--- src/hw/rtl/vdf_pkg.sv ---
// Package for the varint length packet deframer.
// Result item type, error codes, parser phase encoding and length constants.
// No dependencies.
package vdf_pkg;

  localparam int unsigned LenDigitBits = 7;
  localparam int unsigned LenPartBits  = 35;
  localparam int unsigned LenByteMax   = 4;
  localparam int unsigned ContBit      = 7;
  localparam logic [7:0]  DigitMask    = 8'h7F;

  typedef enum logic [1:0] {
    ERR_NONE      = 2'd0,
    ERR_ZERO_LEN  = 2'd1,
    ERR_TRUNC_PAY = 2'd2,
    ERR_TRUNC_LEN = 2'd3
  } err_kind_e;

  typedef enum logic [2:0] {
    PH_LEN  = 3'b001,
    PH_PAY  = 3'b010,
    PH_DROP = 3'b100
  } phase_e;

  typedef struct packed {
    logic [7:0] out_byte;
    logic       packet_end;
    err_kind_e  error_kind;
  } res_t;

  typedef struct packed {
    logic valid;
    res_t res;
  } push_t;

endpackage

--- src/hw/rtl/vdf_front.sv ---
// Front end of the deframer: accepts bytes, parses varint lengths and counts payload.
// Pushes result items into the queue. Depends on vdf_pkg.
module vdf_front
  import vdf_pkg::*;
#(
  parameter int unsigned LengthBits = 32
) (
  input  logic       clk_i,
  input  logic       rst_ni,
  input  logic       in_valid_i,
  input  logic [7:0] in_byte_i,
  input  logic       in_end_i,
  input  logic       q_full_i,
  output logic       in_ready_o,
  output push_t      push_o
);

  phase_e                phase_q, phase_d;
  logic [LengthBits-1:0] accum_q, accum_d;
  logic [2:0]            cnt_q, cnt_d;
  logic [LengthBits-1:0] left_q, left_d;

  logic                  accept;
  logic [2:0]            cnt_sat;
  logic [5:0]            shamt;
  logic [LenPartBits-1:0] part;
  logic [LengthBits-1:0] accum_new;
  logic [LengthBits-1:0] left_m1;
  logic                  done;

  assign in_ready_o = !q_full_i;
  assign accept     = in_valid_i && in_ready_o;

  assign cnt_sat   = (cnt_q >= 3'(LenByteMax)) ? 3'(LenByteMax) : cnt_q;
  assign shamt     = 6'(cnt_sat) * 6'(LenDigitBits);
  assign part      = LenPartBits'(in_byte_i & DigitMask) << shamt;
  assign accum_new = accum_q | part[LengthBits-1:0];
  assign done      = !in_byte_i[ContBit] || (cnt_sat == 3'(LenByteMax));
  assign left_m1   = left_q - LengthBits'(1);

  always_comb begin
    phase_d = phase_q;
    accum_d = accum_q;
    cnt_d   = cnt_q;
    left_d  = left_q;
    push_o  = '0;
    push_o.res.error_kind = ERR_NONE;
    if (accept) begin
      case (phase_q)
        PH_LEN: begin
          accum_d = accum_new;
          if (!done) begin
            cnt_d = cnt_sat + 3'd1;
            if (in_end_i) begin
              push_o.valid          = 1'b1;
              push_o.res.error_kind = ERR_TRUNC_LEN;
            end
          end else begin
            cnt_d = '0;
            if (accum_new == '0) begin
              push_o.valid          = 1'b1;
              push_o.res.error_kind = ERR_ZERO_LEN;
              phase_d               = PH_DROP;
            end else if (in_end_i) begin
              push_o.valid          = 1'b1;
              push_o.res.error_kind = ERR_TRUNC_PAY;
            end else begin
              left_d  = accum_new;
              accum_d = '0;
              phase_d = PH_PAY;
            end
          end
        end
        PH_PAY: begin
          push_o.valid = 1'b1;
          if (left_m1 == '0) begin
            push_o.res.out_byte   = in_byte_i;
            push_o.res.packet_end = 1'b1;
            left_d                = '0;
            phase_d               = PH_LEN;
          end else if (in_end_i) begin
            push_o.res.error_kind = ERR_TRUNC_PAY;
          end else begin
            push_o.res.out_byte = in_byte_i;
            left_d              = left_m1;
          end
        end
        default: ;
      endcase
      if (in_end_i) begin
        phase_d = PH_LEN;
        accum_d = '0;
        cnt_d   = '0;
        left_d  = '0;
      end
    end
  end

  always_ff @(posedge clk_i or negedge rst_ni) begin
    if (!rst_ni) begin
      phase_q <= PH_LEN;
      accum_q <= '0;
      cnt_q   <= '0;
      left_q  <= '0;
    end else begin
      phase_q <= phase_d;
      accum_q <= accum_d;
      cnt_q   <= cnt_d;
      left_q  <= left_d;
    end
  end

  // payload phase always has bytes still due
  a_pay_left: assert property (@(posedge clk_i) disable iff (!rst_ni)
    phase_q == PH_PAY |-> left_q != '0)
    else $error("payload phase with zero bytes left");

  // end of buffer returns the parser to its reset state
  a_end_clears: assert property (@(posedge clk_i) disable iff (!rst_ni)
    accept && in_end_i |=> phase_q == PH_LEN && accum_q == '0 && cnt_q == '0)
    else $error("parser not cleared after buffer end");

endmodule

--- src/hw/rtl/vdf_queue.sv ---
// Short result queue between the deframer front end and the output stage.
// Register-based FIFO of res_t items. Depends on vdf_pkg.
module vdf_queue
  import vdf_pkg::*;
#(
  parameter int unsigned Depth = 2
) (
  input  logic  clk_i,
  input  logic  rst_ni,
  input  push_t push_i,
  input  logic  pop_i,
  output logic  full_o,
  output logic  nonempty_o,
  output res_t  head_o
);

  localparam int unsigned PtrW = (Depth > 1) ? $clog2(Depth) : 1;
  localparam int unsigned CntW = $clog2(Depth + 1);

  res_t            mem_q [Depth];
  logic [PtrW-1:0] wr_q, wr_d, rd_q, rd_d;
  logic [CntW-1:0] cnt_q, cnt_d;
  logic            do_push, do_pop;

  assign full_o     = (cnt_q == CntW'(Depth));
  assign nonempty_o = (cnt_q != '0);
  assign head_o     = mem_q[rd_q];
  assign do_push    = push_i.valid && !full_o;
  assign do_pop     = pop_i && nonempty_o;

  always_comb begin
    wr_d  = wr_q;
    rd_d  = rd_q;
    cnt_d = cnt_q;
    if (do_push) begin
      wr_d = (wr_q == PtrW'(Depth - 1)) ? '0 : wr_q + PtrW'(1);
    end
    if (do_pop) begin
      rd_d = (rd_q == PtrW'(Depth - 1)) ? '0 : rd_q + PtrW'(1);
    end
    case ({do_push, do_pop})
      2'b10:   cnt_d = cnt_q + CntW'(1);
      2'b01:   cnt_d = cnt_q - CntW'(1);
      default: cnt_d = cnt_q;
    endcase
  end

  always_ff @(posedge clk_i or negedge rst_ni) begin
    if (!rst_ni) begin
      wr_q  <= '0;
      rd_q  <= '0;
      cnt_q <= '0;
    end else begin
      wr_q  <= wr_d;
      rd_q  <= rd_d;
      cnt_q <= cnt_d;
    end
  end

  always_ff @(posedge clk_i) begin
    if (do_push) begin
      mem_q[wr_q] <= push_i.res;
    end
  end

  a_no_overflow: assert property (@(posedge clk_i) disable iff (!rst_ni)
    push_i.valid |-> !full_o)
    else $error("result pushed into full queue");

  a_cnt_range: assert property (@(posedge clk_i) disable iff (!rst_ni)
    cnt_q <= CntW'(Depth))
    else $error("queue count out of range");

endmodule

--- src/hw/rtl/vdf_back.sv ---
// Output stage of the deframer: drains the result queue into a registered stream port.
// Depends on vdf_pkg.
module vdf_back
  import vdf_pkg::*;
(
  input  logic clk_i,
  input  logic rst_ni,
  input  logic q_nonempty_i,
  input  res_t q_head_i,
  output logic q_pop_o,
  input  logic out_ready_i,
  output logic out_valid_o,
  output res_t out_res_o
);

  logic out_valid_q;
  res_t out_res_q;

  assign q_pop_o     = q_nonempty_i && (!out_valid_q || out_ready_i);
  assign out_valid_o = out_valid_q;
  assign out_res_o   = out_res_q;

  always_ff @(posedge clk_i or negedge rst_ni) begin
    if (!rst_ni) begin
      out_valid_q <= 1'b0;
    end else if (q_pop_o) begin
      out_valid_q <= 1'b1;
    end else if (out_ready_i) begin
      out_valid_q <= 1'b0;
    end
  end

  always_ff @(posedge clk_i) begin
    if (q_pop_o) begin
      out_res_q <= q_head_i;
    end
  end

endmodule

--- src/hw/rtl/varint_length_packet_deframer.sv ---
// Varint length packet deframer: one byte accepted per cycle while the queue has room.
// A result passes through a queue entry, then the output register, before it is
// valid on the output.
// Throughput: one byte per cycle; the front end stalls only when the result
// queue is full, which happens only while the output side is held off.
// Reset (rst_ni low, async) clears parser phase, length, counters and queue.
// Depends on vdf_pkg, vdf_front, vdf_queue, vdf_back.
module varint_length_packet_deframer
  import vdf_pkg::*;
#(
  parameter int unsigned LengthBits = 32,
  parameter int unsigned QueueDepth = 2
) (
  input  logic       clk_i,
  input  logic       rst_ni,
  input  logic       s_axis_tvalid,
  output logic       s_axis_tready,
  input  logic [7:0] s_axis_tdata,   // [7:0] data_byte
  input  logic       s_axis_tlast,   // buffer_end
  output logic       m_axis_tvalid,
  input  logic       m_axis_tready,
  output logic [7:0] m_axis_tdata,   // [7:0] out_byte
  output logic       m_axis_tlast,   // packet_end
  output logic [1:0] m_axis_tuser    // [1:0] error_kind
);

  push_t push;
  logic  q_full, q_nonempty, q_pop;
  res_t  q_head, out_res;

  vdf_front #(
    .LengthBits(LengthBits)
  ) u_front (
    .clk_i      (clk_i),
    .rst_ni     (rst_ni),
    .in_valid_i (s_axis_tvalid),
    .in_byte_i  (s_axis_tdata),
    .in_end_i   (s_axis_tlast),
    .q_full_i   (q_full),
    .in_ready_o (s_axis_tready),
    .push_o     (push)
  );

  vdf_queue #(
    .Depth(QueueDepth)
  ) u_queue (
    .clk_i      (clk_i),
    .rst_ni     (rst_ni),
    .push_i     (push),
    .pop_i      (q_pop),
    .full_o     (q_full),
    .nonempty_o (q_nonempty),
    .head_o     (q_head)
  );

  vdf_back u_back (
    .clk_i        (clk_i),
    .rst_ni       (rst_ni),
    .q_nonempty_i (q_nonempty),
    .q_head_i     (q_head),
    .q_pop_o      (q_pop),
    .out_ready_i  (m_axis_tready),
    .out_valid_o  (m_axis_tvalid),
    .out_res_o    (out_res)
  );

  assign m_axis_tdata = out_res.out_byte;
  assign m_axis_tlast = out_res.packet_end;
  assign m_axis_tuser = out_res.error_kind;

endmodule
--- config.mk ---
export PLATFORM = sky130hd
export DESIGN_NAME = varint_length_packet_deframer
export DESIGN_NICKNAME = d
export VERILOG_FILES = /design/src/hw/rtl/vdf_pkg.sv /design/src/hw/rtl/vdf_front.sv /design/src/hw/rtl/vdf_queue.sv /design/src/hw/rtl/vdf_back.sv /design/src/hw/rtl/varint_length_packet_deframer.sv
export SDC_FILE = /design/constraint.sdc
export NUM_CORES = 1
export LEC_CHECK = 0
export BUFFER_PORTS_ARGS = -buffer_cell sky130_fd_sc_hd__buf_2
export CORE_MARGIN = 2
export CORE_UTILIZATION = 35
export CTS_BUF_LIST = sky130_fd_sc_hd__clkbuf_8
export CTS_CLUSTER_DIAMETER = 50
export CTS_CLUSTER_SIZE = 25
export DETAILED_ROUTE_END_ITERATION = 10
export PLACE_DENSITY_LB_ADDON = 0.15
export RECOVER_POWER = 50
export SYNTH_ARGS = -nofsm -noshare
export SYNTH_HDL_FRONTEND = slang
export SYNTH_SLANG_ARGS = --single-unit
--- constraint.sdc ---
create_clock -name clk_i -period 4.9 [get_ports clk_i]
set_input_delay 0 -clock clk_i [delete_from_list [all_inputs] [get_ports clk_i]]
set_output_delay 0 -clock clk_i [all_outputs]
set_load 0.01 [all_outputs]
==> impl_metrics.json <==
{
  "worst_slew_pin_slew_ns": 1.97,
  "power_leakage_nw": 2.43,
  "rsz0062_at_grt": "false",
  "final.setup.tns_ns": 0,
  "synth_edf_count": 33,
  "finalMaxSlewViolations": 76,
  "synth-simple-area-share": 0.188,
  "drt_iter0_drc": 408,
  "synthCells": 573,
  "power_density_mw_per_mm2": 513,
  "synth_top_area_share": 0.324,
  "wirelength_um": 15500,
  "cap_violations": 1,
  "initial_core_util": 0.359,
  "clk_latency_ns": 0.41,
  "finalCriticalPeriod_ns": 3.71,
  "synth-compound-area-share": 0.216,
  "clkTransAtPathRegs_ns": 0.11,
  "yosys-mux-area-fraction": 0.0237,
  "numCtsBuffers": 9,
  "die_w_um": 132,
  "ys_seq_elements": 108,
  "yosysSeqAreaShare": 0.503,
  "cts-htree-levels": 3,
  "status": "complete, but fails checks",
  "fmax_ghz": 0.270,
  "crit_path_max_fanout": 28,
  "die_height_um": 132,
  "synth_cell_types": 65,
  "cts_num_sinks": 108,
  "max-slew-margin-rel": -0.316,
  "max-vdd-ir-drop_uv": 321,
  "post_drt_wl_per_cell_um": 19.3,
  "clockRootBuffer": "clkbuf_8",
  "whs_ns": 0.0241,
  "nets": 596,
  "die_area_mm2": 0.0173,
  "cts_resized": 0,
  "synth_top_flop_cell": "dfrtp_1",
  "crit_path_start_kind": "flop",
  "dp_slack_ns": 1.21,
  "violations": "capacitance limit, slew limit",
  "syn_nets": 589,
  "grt.total_usage": 0.183,
  "overflow": 0,
  "skew_ns": 0.0265,
  "area_growth_pct": 8.55,
  "synth_area_mm2": 0.00571,
  "num_io_pins": 26,
  "grt_pass1_wl_um": 24900,
  "synth_fa_ha_area_frac": 0.00658,
  "io_buffers": 25,
  "grt_pass1_vias": 4458,
  "crit_required_ns": 5.19,
  "fp.coreArea_mm2": 0.0159,
  "grt_max_degree": 76,
  "yosysWarnings": 0,
  "synth_top_family_by_area": "compound AO/OA/AOI/OAI gates",
  "synth_commonest_cells": "74 x dfrtp_1, 66 x a21oi_1, 41 x nor2_1, 33 x edfxtp_1, 28 x nand2_1",
  "hold_violations": 0,
  "finalWorstSetupSlack_ns": 1.19,
  "via_per_inst": 5.79,
  "drive_gt1_frac": 0.0974,
  "num_vias": 4637,
  "place_congestion": 0.863,
  "syn_area_per_cell_um2": 9.96,
  "route.detailed.drc": 0,
  "num_rows": 46,
  "antennaDiodeCount": 0,
  "async_flop_share": 0.694,
  "worstSetupPathType": "flop to flop",
  "arrival_ns": 4.00,
  "hp-class": "input pin to flop",
  "synthTopCellsByArea": "dfrtp_1 32%, edfxtp_1 17%, a21oi_1 5.8%",
  "slowest_delay_ns": 0.66,
  "drtAntennaViolNets": 0,
  "dr.pass1.iters": 5,
  "fin_crit_sh": 0.757,
  "synthXorXnorAreaFrac": 0.0184,
  "finalSetupViolCount": 0,
  "dp_hpwl_um": 10600,
  "fill_cells": 1616,
  "clk_path_buf_depth": 2,
  "critPathSlowestCell": "o21ai_4",
  "yosysMostFrequentCell": "dfrtp_1",
  "synth.largest_area_cell": "dfrtp_1",
  "end_kind": "flop",
  "path_cells": "inv_1 > ha_1 > nor2b_1 > nand2_1 > o31ai_1 > o311ai_1 > or4_4 > o21ai_4 > o21ai_1 > a211o_1",
  "cts_tree": "yes",
  "grt_antenna_before_repair": 0
}
## what timing repair did
| action | in CTS | in global routing |
|---|---|---|
| hold endpoints to repair | 85 | 0 |
| buffers inserted | 0 | 0 |
| hold buffers | 7 | 0 |
## worst paths after layout
path / cells past startpoint / to / from / slack (ns)
max: 10 / u_front.left_q[14]$_DFFE_PN0P_ / u_front.left_q[0]$_DFFE_PN0P_ / 1.19
min: 3 / u_front.accum_q[13]$_DFFE_PN0P_ / s_axis_tdata[6] / 0.02
max reg2reg: 10 / u_front.left_q[14]$_DFFE_PN0P_ / u_front.left_q[0]$_DFFE_PN0P_ / 1.19
min reg2reg: 1 / u_queue.cnt_q[1]$_DFFE_PN0P_ / u_queue.cnt_q[1]$_DFFE_PN0P_ / 0.50
max in group asynchronous: 2 / u_front.left_q[1]$_DFFE_PN0P_ / rst_ni / 3.05
min in group asynchronous: 2 / u_queue.rd_q$_DFFE_PN0P_ / rst_ni / 0.66
## area by class of cell
| type | instances | area (um^2) | area share |
|---|---|---|---|
| flip-flops and latches | 108 | 2870 | 0.463 |
| multi-input cells | 407 | 2580 | 0.417 |
| well taps | 216 | 270 | 0.0436 |
| repair buffers | 35 | 194 | 0.0313 |
| clock buffers | 9 | 124 | 0.0200 |
| clock inverters | 7 | 83.8 | 0.0135 |
| inverters | 19 | 71.3 | 0.0115 |
## critical path: cells and delay by family (launching register included)
| kind | cells | cell delay (ns) |
|---|---|---|
| buffers and inverters | 1 | 0.13 |
| AND/OR/NAND/NOR | 3 | 1.11 |
| adder cells (fa/ha/maj) | 1 | 0.24 |
| AO/OA/AOI/OAI | 5 | 1.68 |
| flip-flops | 1 | 0.44 |
## stage by stage
step	area, um^2	utilization	total power [W]	cells
5_1_grt	6190	0.390	0.00342	801
3_3_place_gp	5940	0.374	0.00261	778
3_5_place_dp	5940	0.374	0.00263	778
2_1_floorplan	5710	-	0.00228	573
4_1_cts	6220	0.392	0.00321	801
6_report	6190	0.390	0.00318	801
## cells in the final DEF, fill, tap and decap left out, drive strengths merged, types with 17 or more instances in the layout
cell,synthesis,final
nand3,17,17
nor2,41,41
edfxtp,33,33
nor3,22,22
inv,19,23
nand2,28,28
a21oi,66,66
dfrtp,74,74
a22o,23,23
clkbuf,23,25
o21ai,41,41
nor4,20,20
## power breakdown
part / switching [W] / internal (W) / leakage, nW
clock: 0.000369 / 0.000207 / 0.105
sequential: 0.000204 / 0.00112 / 1.34
combinational: 0.000808 / 0.000467 / 0.977
## flip-flops by register name (all words and copies together) (netlist names)
register,cells
u_front.phase_q,3
u_front.cnt_q,3
u_queue.wr_q,1
u_front.accum_q,32
u_queue.cnt_q,2
u_queue.mem_q,22
u_front.left_q,32
u_back.out_valid_o,1
u_queue.rd_q,1
u_back.out_res_o,11
## per-layer routing
layer  wire length, um  GRT usage  vias to the layer above
met5                 0          0                        -
met1              7240      0.253                     2315
met4               458     0.0646                        0
met2              7120      0.282                      135
li1                  -          -                     2165
met3               671     0.0390                       22
## logic make-up after synthesis
group | Yosys count
compound gates | 187
flops | 108
fa+ha+maj | 3
buf+inv | 58
xor+xnor | 12
mux | 12
simple gates | 193
Note: power is estimated with default switching activity, not from simulation.
